==> src/design/tzk_pkg.sv <==
package tzk_pkg;

   localparam int ZONE_COUNT = 4;
   localparam int COORD_W    = 8;
   localparam int FINGER_W   = 8;
   localparam int KEY_W      = 9;
   localparam int ZONE_IDX_W = 2;
   localparam int ACTION_W   = 2;
   localparam int CSR_IDX_W  = 3;
   localparam int CSR_DATA_W = 36;

   // event kinds
   localparam logic [ACTION_W-1:0] ACT_DOWN   = 2'd0;
   localparam logic [ACTION_W-1:0] ACT_UP     = 2'd1;
   localparam logic [ACTION_W-1:0] ACT_MOTION = 2'd2;
   localparam logic [ACTION_W-1:0] ACT_OTHER  = 2'd3;

   // register indexes
   localparam logic [CSR_IDX_W-1:0] REG_LEFT   = 3'd0;
   localparam logic [CSR_IDX_W-1:0] REG_TOP    = 3'd1;
   localparam logic [CSR_IDX_W-1:0] REG_WIDTH  = 3'd2;
   localparam logic [CSR_IDX_W-1:0] REG_HEIGHT = 3'd3;
   localparam logic [CSR_IDX_W-1:0] REG_KEYS   = 3'd4;

   // default layout
   localparam logic [31:0] LEFT_RESET   = 32'd3365158154;
   localparam logic [31:0] TOP_RESET    = 32'd3014898611;
   localparam logic [31:0] WIDTH_RESET  = 32'd774778414;
   localparam logic [31:0] HEIGHT_RESET = 32'd1027423549;
   localparam logic [35:0] KEYS_RESET   = 36'd5782937168;

   typedef struct packed {
      logic [ACTION_W-1:0] action;
      logic [COORD_W-1:0]  touch_x;
      logic [COORD_W-1:0]  touch_y;
      logic [FINGER_W-1:0] finger;
   } touch_beat_type;

   typedef struct packed {
      logic [KEY_W-1:0]      key_code;
      logic                  pressed;
      logic [ZONE_IDX_W-1:0] zone_index;
      logic                  last;
   } key_beat_type;

endpackage

==> src/design/tzk_touch_if.sv <==
interface tzk_touch_if import tzk_pkg::*; ();
   logic           valid;
   logic           ready;
   touch_beat_type data;

   modport source (output valid, output data, input ready);
   modport sink (input valid, input data, output ready);
endinterface

==> src/design/tzk_key_if.sv <==
interface tzk_key_if import tzk_pkg::*; ();
   logic         valid;
   logic         ready;
   key_beat_type data;

   modport source (output valid, output data, input ready);
   modport sink (input valid, input data, output ready);
endinterface

==> src/design/touch_zone_key_mapper_unit.sv <==
// touch zone key mapper
// req_ch carries touch beats (action, touch_x, touch_y, finger); rsp_ch carries
// key beats (key_code, pressed, zone_index, last), lowest zone first, with last
// set on the final key beat of a touch. a touch that changes no zone gives no beat.
// csr_* writes the zone layout and key registers; write only while idle.
// a touch is evaluated against the zone state in the accepting cycle and its
// events are parked as a per-zone event mask; the mask drains one zone per
// cycle into the output register while the receiver takes beats.
// the first key beat of a touch is parked in the event mask register and only
// then loaded into the output register.
// throughput: one touch per cycle when touches cause at most one key beat and
// the receiver takes them; a touch causing several key beats holds the input
// while the single output register drains one beat per cycle from the mask.
// a new touch is taken in the cycle the last parked event moves to the output
// register, so the output stage and mask stage overlap.
// reset: all zones idle, owners zero, layout back to defaults, no beat pending.
// receiver stall: the output beat holds, the mask stops draining and req_ch
// ready drops once events are parked.
module touch_zone_key_mapper_unit import tzk_pkg::*; (
   input  logic                  clock,
   input  logic                  reset,
   tzk_touch_if.sink             req_ch,
   tzk_key_if.source             rsp_ch,
   input  logic                  csr_we,
   input  logic [CSR_IDX_W-1:0]  csr_index,
   input  logic [CSR_DATA_W-1:0] csr_wdata
);

   // layout registers
   logic [31:0] left_ff, top_ff, width_ff, height_ff;
   logic [35:0] keys_ff;

   // zone state
   logic [ZONE_COUNT-1:0]               active_ff, active_in;
   logic [ZONE_COUNT-1:0][FINGER_W-1:0] owner_ff, owner_in;

   // parked events of the touch in flight
   logic [ZONE_COUNT-1:0] pend_ff, pend_in;
   logic [ZONE_COUNT-1:0] press_ff, press_in;

   // output stage
   logic         rsp_valid_ff, rsp_valid_in;
   key_beat_type rsp_data_ff, rsp_data_in;

   logic                  req_fire;
   logic                  pop;
   logic [ZONE_COUNT-1:0] ev_mask, ev_press;
   logic [ZONE_COUNT-1:0] sel_hot;
   logic [ZONE_COUNT-1:0] remain;

   // configuration writes
   always_ff @(posedge clock) begin
      if (reset) begin
         left_ff   <= LEFT_RESET;
         top_ff    <= TOP_RESET;
         width_ff  <= WIDTH_RESET;
         height_ff <= HEIGHT_RESET;
         keys_ff   <= KEYS_RESET;
      end else if (csr_we) begin
         unique case (csr_index)
            REG_LEFT:   left_ff   <= csr_wdata[31:0];
            REG_TOP:    top_ff    <= csr_wdata[31:0];
            REG_WIDTH:  width_ff  <= csr_wdata[31:0];
            REG_HEIGHT: height_ff <= csr_wdata[31:0];
            REG_KEYS:   keys_ff   <= csr_wdata;
            default: begin
               // writes beyond the list are dropped
            end
         endcase
      end
   end

   // drain: one parked zone moves out when the output slot is free or leaving
   assign pop = (pend_ff != '0) && (!rsp_valid_ff || rsp_ch.ready);

   // take a touch once nothing would remain parked after this cycle
   assign req_ch.ready = (pend_ff == '0) || (pop && $onehot(pend_ff));
   assign req_fire     = req_ch.valid && req_ch.ready;

   // per-zone hit test and ownership rules
   always_comb begin
      logic [COORD_W-1:0] l, t;
      logic [COORD_W:0]   r, b;
      logic               in_zone, owned;
      ev_mask   = '0;
      ev_press  = '0;
      active_in = active_ff;
      owner_in  = owner_ff;
      for (int i = 0; i < ZONE_COUNT; i++) begin
         l = left_ff[COORD_W*i +: COORD_W];
         t = top_ff[COORD_W*i +: COORD_W];
         r = {1'b0, l} + {1'b0, width_ff[COORD_W*i +: COORD_W]};
         b = {1'b0, t} + {1'b0, height_ff[COORD_W*i +: COORD_W]};
         in_zone = (req_ch.data.touch_x >= l) && ({1'b0, req_ch.data.touch_x} <= r) &&
                   (req_ch.data.touch_y >= t) && ({1'b0, req_ch.data.touch_y} <= b);
         owned   = active_ff[i] && (owner_ff[i] == req_ch.data.finger);
         unique case (req_ch.data.action)
            ACT_DOWN: begin
               if (in_zone && !active_ff[i]) begin
                  ev_mask[i]  = 1'b1;
                  ev_press[i] = 1'b1;
               end
            end
            ACT_UP: begin
               ev_mask[i] = owned;
            end
            ACT_MOTION: begin
               ev_mask[i] = owned && !in_zone;
            end
            ACT_OTHER: begin
               // ignored
            end
            default: begin
            end
         endcase
         if (req_fire && ev_mask[i]) begin
            active_in[i] = ev_press[i];
            if (ev_press[i]) begin
               owner_in[i] = req_ch.data.finger;
            end
         end
      end
   end

   // lowest parked zone goes first
   always_comb begin
      logic found;
      found   = 1'b0;
      sel_hot = '0;
      for (int i = 0; i < ZONE_COUNT; i++) begin
         if (pend_ff[i] && !found) begin
            sel_hot[i] = 1'b1;
            found      = 1'b1;
         end
      end
   end

   assign remain = pend_ff & ~sel_hot;

   always_comb begin
      pend_in  = pend_ff;
      press_in = press_ff;
      if (pop) begin
         pend_in = remain;
      end
      if (req_fire) begin
         pend_in  = ev_mask;
         press_in = ev_press;
      end
   end

   // build the outgoing key beat
   always_comb begin
      rsp_data_in = rsp_data_ff;
      if (pop) begin
         rsp_data_in.last = (remain == '0);
         for (int i = 0; i < ZONE_COUNT; i++) begin
            if (sel_hot[i]) begin
               rsp_data_in.key_code   = keys_ff[KEY_W*i +: KEY_W];
               rsp_data_in.pressed    = press_ff[i];
               rsp_data_in.zone_index = ZONE_IDX_W'(i);
            end
         end
      end
   end

   always_comb begin
      rsp_valid_in = rsp_valid_ff;
      if (pop) begin
         rsp_valid_in = 1'b1;
      end else if (rsp_ch.ready) begin
         rsp_valid_in = 1'b0;
      end
   end

   always_ff @(posedge clock) begin
      if (reset) begin
         active_ff    <= '0;
         owner_ff     <= '0;
         pend_ff      <= '0;
         rsp_valid_ff <= 1'b0;
      end else begin
         active_ff    <= active_in;
         owner_ff     <= owner_in;
         pend_ff      <= pend_in;
         rsp_valid_ff <= rsp_valid_in;
      end
   end

   // payload registers
   always_ff @(posedge clock) begin
      press_ff    <= press_in;
      rsp_data_ff <= rsp_data_in;
   end

   assign rsp_ch.valid = rsp_valid_ff;
   assign rsp_ch.data  = rsp_data_ff;

   // a touch never lands on events still parked
   a_no_overwrite: assert property (@(posedge clock) disable iff (reset)
      req_fire |-> (pend_ff == '0) || (pop && $onehot(pend_ff)))
      else $error("touch accepted over parked events");

   // events of an accepted touch are parked next cycle
   a_park: assert property (@(posedge clock) disable iff (reset)
      req_fire && (ev_mask != '0) |=> (pend_ff != '0))
      else $error("events of accepted touch lost");

   // a drained zone always shows up in the output register
   a_pop_valid: assert property (@(posedge clock) disable iff (reset)
      pop |=> rsp_valid_ff)
      else $error("drained event not presented");

   // the final beat of a touch leaves nothing parked behind
   a_last_clear: assert property (@(posedge clock) disable iff (reset)
      pop && (remain == '0) && !req_fire |=> rsp_data_ff.last && (pend_ff == '0))
      else $error("last flag out of step with parked events");

endmodule
==> src/flat_wrapper.sv <==
// flat-port wrapper written by rule: the top's interface ports become plain ports
module touch_zone_key_mapper_unit_flat import tzk_pkg::*;
  (clock, reset, csr_we, csr_index, csr_wdata, req_ch_valid, req_ch_data, req_ch_ready, rsp_ch_valid, rsp_ch_data, rsp_ch_ready);
  tzk_touch_if req_ch_i ();
  tzk_key_if rsp_ch_i ();
  input  logic clock;
  input  logic reset;
  input  logic csr_we;
  input  logic [CSR_IDX_W-1:0] csr_index;
  input  logic [CSR_DATA_W-1:0] csr_wdata;
  input wire logic [$bits(req_ch_i.valid)-1:0] req_ch_valid;
  input wire logic [$bits(req_ch_i.data)-1:0] req_ch_data;
  output wire logic [$bits(req_ch_i.ready)-1:0] req_ch_ready;
  output wire logic [$bits(rsp_ch_i.valid)-1:0] rsp_ch_valid;
  output wire logic [$bits(rsp_ch_i.data)-1:0] rsp_ch_data;
  input wire logic [$bits(rsp_ch_i.ready)-1:0] rsp_ch_ready;
  assign req_ch_i.valid = req_ch_valid;
  assign req_ch_i.data = req_ch_data;
  assign req_ch_ready = req_ch_i.ready;
  assign rsp_ch_valid = rsp_ch_i.valid;
  assign rsp_ch_data = rsp_ch_i.data;
  assign rsp_ch_i.ready = rsp_ch_ready;
  touch_zone_key_mapper_unit u_core (.clock(clock), .reset(reset), .req_ch(req_ch_i), .rsp_ch(rsp_ch_i), .csr_we(csr_we), .csr_index(csr_index), .csr_wdata(csr_wdata));
endmodule
==> config.mk <==
export PLATFORM = sky130hd
export DESIGN_NAME = touch_zone_key_mapper_unit_flat
export DESIGN_NICKNAME = d
export VERILOG_FILES = /design/src/design/tzk_pkg.sv /design/src/design/tzk_touch_if.sv /design/src/design/tzk_key_if.sv /design/src/design/touch_zone_key_mapper_unit.sv /design/src/flat_wrapper.sv
export SDC_FILE = /design/constraint.sdc
export NUM_CORES = 1
export LEC_CHECK = 0
export BUFFER_PORTS_ARGS = -buffer_cell sky130_fd_sc_hd__buf_4
export CAP_MARGIN = 40
export CORE_UTILIZATION = 62
export DETAILED_ROUTE_END_ITERATION = 8
export PLACE_DENSITY = 0.91
export SYNTH_ARGS = -nofsm -noshare
export SYNTH_HDL_FRONTEND = slang
export SYNTH_SLANG_ARGS = --single-unit
==> constraint.sdc <==
create_clock -name clock -period 3.8 [get_ports clock]
set_input_delay 0.76 -clock clock [delete_from_list [all_inputs] [get_ports clock]]
set_output_delay 0.76 -clock clock [all_outputs]
set_load 0.05 [all_outputs]
Yosys cells after proc, flatten, opt, wreduce, memory -nomap -nowiden
Cells that the tools add are included.
{ "classes": {"addsub": 11, "n_lt_le_gt_ge": 16, "n_eq_ne": 11, "muxes": 26, "n_bitwise": 2, "reduce_logical": 67} }
{ "ops": {"columns": ["cell", "count"], "rows": [
  ["$add A8 B8 Y9", 8],
  ["$le A8 B9 Y1", 8],
  ["$ge A8 B8 Y1", 8],
  ["$mux W12", 4],
  ["$logic_and A1 B1 Y1", 34],
  ["$eq A8 B8 Y1", 4],
  ["$reduce_and A2 Y1", 10],
  ["$mux W1", 16],
  ["$logic_not A1 Y1", 12],
  ["$pmux W1 S3", 4],
  ["$logic_not A4 Y1", 2],
  ["$mux W4", 2],
  ["$reduce_bool A4 Y1", 2],
  ["$eq A3 B1 Y1 const B", 2],
  ["$eq A3 B2 Y1 const B", 2],
  ["$add A1 B1 Y2", 2],
  ["$and A4 B4 Y4", 1],
  ["$not A4 Y4", 1],
  ["$reduce_bool A2 Y1", 2],
  ["$add A3 B3 Y3", 1],
  ["$eq A3 B3 Y1 const B", 1],
  ["$logic_not A3 Y1", 1],
  ["$eq A2 B1 Y1 const B", 1],
  ["$eq A2 B2 Y1 const B", 1],
  ["3 further kinds", 4]
]} }
{ "totals": {"regBits": 222} }

Longest topological paths before layout
{ "logic_depth": {"word_depth": 14, "depth_mapped": 16, "ltp_nobuf": 15} }

Worst setup path before layout
OpenSTA, ideal clock, no wires.
{ "synth_path": {"path_kind": "reg-to-reg", "start": "register u_core.width_ff[16]", "end": "register u_core.owner_ff[16] (netlist bit)", "t_arrival_ns": 3.362, "setup_slack_ns": 0.310, "stages_incl_launch_ff": 15, "path_buffers": 1, "synth_period_minus_slack_ns": 3.490, "cell_sequence": "dfxtp_1 ha_1 fa_1 a211oi_1 o21ai_0 o21a_1 xnor2_1 ha_1 a21o_1 a2111oi_1 o32ai_1 or4_1 buf_6 mux2i_1 nor2_1"} }
{ "synth_via": {"elab_chain_cells": 10, "word_cells_on_any_way": 13} }
{ "synth_lines": {"columns": ["element", "line_no", "rtl"], "rows": [
  ["start: declaration", "touch_zone_key_mapper_unit.sv:30", "logic [31:0] left_ff, top_ff, width_ff, height_ff;"],
  ["start signal: assignment", "touch_zone_key_mapper_unit.sv:63", "REG_WIDTH: width_ff <= csr_wdata[31:0];"],
  ["$add A8 B8 Y9 *", "touch_zone_key_mapper_unit.sv:92", "r = {1'b0, l} + {1'b0, width_ff[COORD_W*i +: COORD_W]};"],
  ["$le A8 B9 Y1 *", "touch_zone_key_mapper_unit.sv:94", "in_zone = (req_ch.data.touch_x >= l) && ({1'b0, req_ch.data.touch_x} <= r) &&"],
  ["$logic_and A1 B1 Y1 * (2 in a row)", "touch_zone_key_mapper_unit.sv:94", null],
  ["$logic_and A1 B1 Y1 *", "touch_zone_key_mapper_unit.sv:95", "(req_ch.data.touch_y >= t) && ({1'b0, req_ch.data.touch_y} <= b);"],
  ["$logic_and A1 B1 Y1 or $logic_not A1 Y1 (tied branches)", "touch_zone_key_mapper_unit.sv:99, touch_zone_key_mapper_unit.sv:108", null],
  ["$mux W1 or $logic_and A1 B1 Y1 (tied branches)", "touch_zone_key_mapper_unit.sv:99, touch_zone_key_mapper_unit.sv:108", null],
  ["$pmux W1 S3", "touch_zone_key_mapper_unit.sv:97", "unique case (req_ch.data.action)"],
  ["$logic_and A1 B1 Y1", "touch_zone_key_mapper_unit.sv:116", "if (req_fire && ev_mask[i]) begin"],
  ["$reduce_and A2 Y1 (no source line) *", null, null],
  ["end signal: assignment", "touch_zone_key_mapper_unit.sv:184", "owner_ff <= owner_in;"],
  ["end: declaration", "touch_zone_key_mapper_unit.sv:35", "logic [ZONE_COUNT-1:0][FINGER_W-1:0] owner_ff, owner_in;"]
]} }
Mark *: on every way between the ends. The rest lies on a longest branch, timed or not.
A chain may end at the register's enable or synchronous reset.

Worst setup path in the final report
{ "layout_path": {"start": "register u_core.top_ff[24]", "end": "register u_core.pend_ff[3]"} }
{ "layout_via": {"elab_chain_cells": 7, "word_cells_on_any_way": 11} }
{ "layout_lines": {"columns": ["element", "line_no", "rtl"], "rows": [
  ["start: declaration", "touch_zone_key_mapper_unit.sv:30", null],
  ["start signal: assignment", "touch_zone_key_mapper_unit.sv:62", "REG_TOP: top_ff <= csr_wdata[31:0];"],
  ["$add A8 B8 Y9 or $ge A8 B8 Y1 (tied branches)", "touch_zone_key_mapper_unit.sv:93, touch_zone_key_mapper_unit.sv:95", null],
  ["$le A8 B9 Y1 or $logic_and A1 B1 Y1 (tied branches)", "touch_zone_key_mapper_unit.sv:95, touch_zone_key_mapper_unit.sv:94", null],
  ["$logic_and A1 B1 Y1 *", "touch_zone_key_mapper_unit.sv:95", null],
  ["$logic_and A1 B1 Y1 or $logic_not A1 Y1 (tied branches)", "touch_zone_key_mapper_unit.sv:99, touch_zone_key_mapper_unit.sv:108", null],
  ["$mux W1 or $logic_and A1 B1 Y1 (tied branches)", "touch_zone_key_mapper_unit.sv:99, touch_zone_key_mapper_unit.sv:108", null],
  ["$pmux W1 S3 *", "touch_zone_key_mapper_unit.sv:97", null],
  ["$mux W4 *", "touch_zone_key_mapper_unit.sv:146", "if (req_fire) begin"],
  ["end signal: assignment", "touch_zone_key_mapper_unit.sv:185", "pend_ff <= pend_in;"],
  ["end: declaration", "touch_zone_key_mapper_unit.sv:38", "logic [ZONE_COUNT-1:0] pend_ff, pend_in;"]
]} }
Marks and branches as above.

==> metrics.yaml <==
drive_above_1_share_pct: 11.7
dr.pass1.iters: 9
dieArea_um2: 23100
syn_avg_cell_area_um2: 8.23
die-height_um: 152
top_layer: "met4"
clkSinkCount: 222
fin_ws_ns: -0.0912
sw_frac_of_total_pct: 33.6
setup_tns_ns: -0.0912
via_per_inst: 6.56
tritoncts: "done"
grt_max_degree: 104
fin_skew_ns: 0.0123
outcome: "finished with violations"
area_growth_pct: 14.7
antenna_cells: 0
synth_xor_area_share_pct: 4.97
yosys_warnings: 0
drc: 12
worstSkewPairLatency_ns: 0.53
fin_hold_ws_ns: 0.435
fillCellCount: 1491
drt-met1-wl_mm: 15.7
grt_pass1_vias: 13500
report.final.slew_viol_count: 0
maxCapViolCount: 0
synth-simple-area-share_pct: 18.3
end_kind: "register"
antenna_found_initial: 0
tightest_slew_ns: 0.863
syn_nets: 1971
clock_path_buffers: 3
drt_wl_total_mm: 43.7
routed-wl-met3_mm: 4.88
fin_cells: 2055
synth_area_leaders: "dfxtp_1 (29%), ha_1 (18%), nand2_1 (9.5%), a21oi_1 (6.1%), edfxtp_1 (3.7%)"
drt_iter0_markers: 1414
gp_congestion: 0.988
yosys.area.top_type: "dfxtp_1"
synth_adder_area_share_pct: 19.3
synth-edff-count: 17
dr_wl_met2_mm: 20.0
rows: 54
root_buffer: "clkbuf_16"
peakVddDrop_mv: 0.401
synth-compound-area-share_pct: 17.3
slew_headroom_pct: 42.5
clock_power_share_pct: 35.7
grt_pass1_wl_mm: 68.1
yosysSeqAreaShare_pct: 33.1
initial_core_util_pct: 63.4
grt_remaining_overflow: 0
postSynth.asyncResetShare_pct: 0
synthTopCellsByCount: "nand2_1 (353), dfxtp_1 (205), ha_1 (200)"
die_x_um: 152
coreArea_um2: 22000
ios: 85
hold_violations: 0
cts_buffers: 24
syn_inst: 1692
yosysMostFrequentCell: "nand2_1"
pwr-share-comb_pct: 28.3
setup.worst_path.start_class: "register"
power_frac_seq_pct: 36.0
worstSetupPathType: "reg -> reg"
p_total_mw: 7.27
crit_required_ns: 4.18
power.internal_mw: 4.83
finalNetCount: 2036
switchingPower_mw: 2.44
wl_per_cell_um: 21.3
arrival_ns: 4.27
synth_seq_cells: 222
dpl_worst_slack_ns: -0.119
fmax_mhz: 257
setup_viol: 1
violations: "design-rule violations, negative setup slack"
post-route-period-util_pct: 102
numPortBuffers: 84
dp_hpwl_mm: 28.7
final_antenna_net_count: 0
min_period_ns: 3.89
synth_flop_cell: "dfxtp_1"
htreeDepth: 1
synth_top_family_by_area: "adder cells"
placed_cells: 2002
hp-class: "in -> reg"
cellLeakagePower_nw: 7.03
path_clk_slew_ns: 0.07
yosysUniqueCellTypes: 63
synth_top_area_share_pct: 29.5
num_vias: 13500
synthMuxAreaShare_pct: 2.52
crit_fanout: 9
track_usage_pct: 36.8
synth_area_um2: 13900
p_per_area_nw_per_um2: 455
## power by group through the flow
stage / Clock, mW / Sequential (mW) / Combinational, mW
detailed placement: 0 / 2.66 / 1.88
global route: 2.69 / 2.63 / 2.19
finish: 2.59 / 2.62 / 2.06
global placement: 0 / 2.66 / 1.81
floorplan: 0 / 2.89 / 1.03
CTS: 2.58 / 2.62 / 1.94
## worst max-delay path, cell delays in order (launching register included)
cell      delay, ns
dfxtp_1        0.34
ha_1           0.21
fa_1           0.45
a211oi_2       0.26
nor2_1         0.10
o21a_1         0.19
nor2_1         0.14
xor2_1         0.17
ha_1           0.27
o21ai_0        0.17
nor2_1         0.05
o221ai_1       0.23
or3_4          0.21
o211a_2        0.31
nand3_1        0.19
a311oi_1       0.45
## flip-flops by register name, summed over array words and instances (netlist names), 13 cells and up
signal              count
u_core.owner_ff        32
u_core.top_ff          32
u_core.height_ff       32
u_core.width_ff        32
u_core.rsp_ch.data     13
u_core.left_ff         32
u_core.keys_ff         36
## per-stage QoR
step | cell area, µm² | utilization (%)
global route | 16000 | 72.8
CTS | 15800 | 71.8
global placement | 14800 | 67.4
floorplan | 13900 | -
detailed placement | 14800 | 67.5
finish | 16000 | 72.8
## placed cells by master (no fill, tap or decap), drive strengths merged, types with 9 or more instances in the layout
master	count
a21oi	170
fa	9
inv	85
xnor2	43
o21bai	14
clkbuf	35
o211ai	34
nand4	28
nand3	72
a211oi	15
nor3	13
a2111oi	9
o21a	16
nand2	353
buf	118
nor2	85
dfxtp	205
edfxtp	17
ha	200
a21o	14
o31ai	10
o21ai	58
xor2	36
mux2i	34
nor4	10
## cells by family after synthesis
group,Yosys count
adder cells (fa/ha/maj),209
AND/OR/NAND/NOR,596
flip-flops,222
buffers and inverters,164
XOR/XNOR,79
AO/OA/AOI/OAI,387
multiplexers,35
## layer usage
layer	vias to the layer above	track usage, %
li1	6086	-
met1	6242	42.3
met2	866	61.6
met3	277	8.27
met4	0	25.0
met5	-	0
## cell type report
cell class | instances | area (µm²) | share of cell area (%)
clock inverters | 9 | 151 | 0.948
multi-input cells | 1306 | 8890 | 55.6
flip-flops and latches | 222 | 4620 | 28.9
inverters | 85 | 319 | 2.00
clock buffers | 35 | 714 | 4.47
repair buffers | 118 | 935 | 5.85
well taps | 280 | 350 | 2.19
## final timing paths
path	startpoint	end	slack, ns	cells after the start
worst min-delay path	csr_wdata[32]	u_core.keys_ff[32]$_SDFFE_PP1P_	0.44	3
worst min register to register	u_core.keys_ff[7]$_SDFFE_PP0P_	u_core.keys_ff[7]$_SDFFE_PP0P_	0.46	2
worst max register to register	u_core.top_ff[24]$_SDFFE_PP1P_	u_core.pend_ff[3]$_SDFFE_PP0P_	-0.09	15
worst max-delay path	u_core.top_ff[24]$_SDFFE_PP1P_	u_core.pend_ff[3]$_SDFFE_PP0P_	-0.09	15
## what timing repair did
item                                    4_1_cts  5_1_grt
gates resized for setup                       9       45
cloned                                        0        1
pin swaps                                     4       17
endpoints found under the setup margin       20       32
hold buffers                                  0        0
setup buffers                                 3        5
endpoints found under the hold margin         0        0
Note: power is estimated with default switching activity, not from simulation.
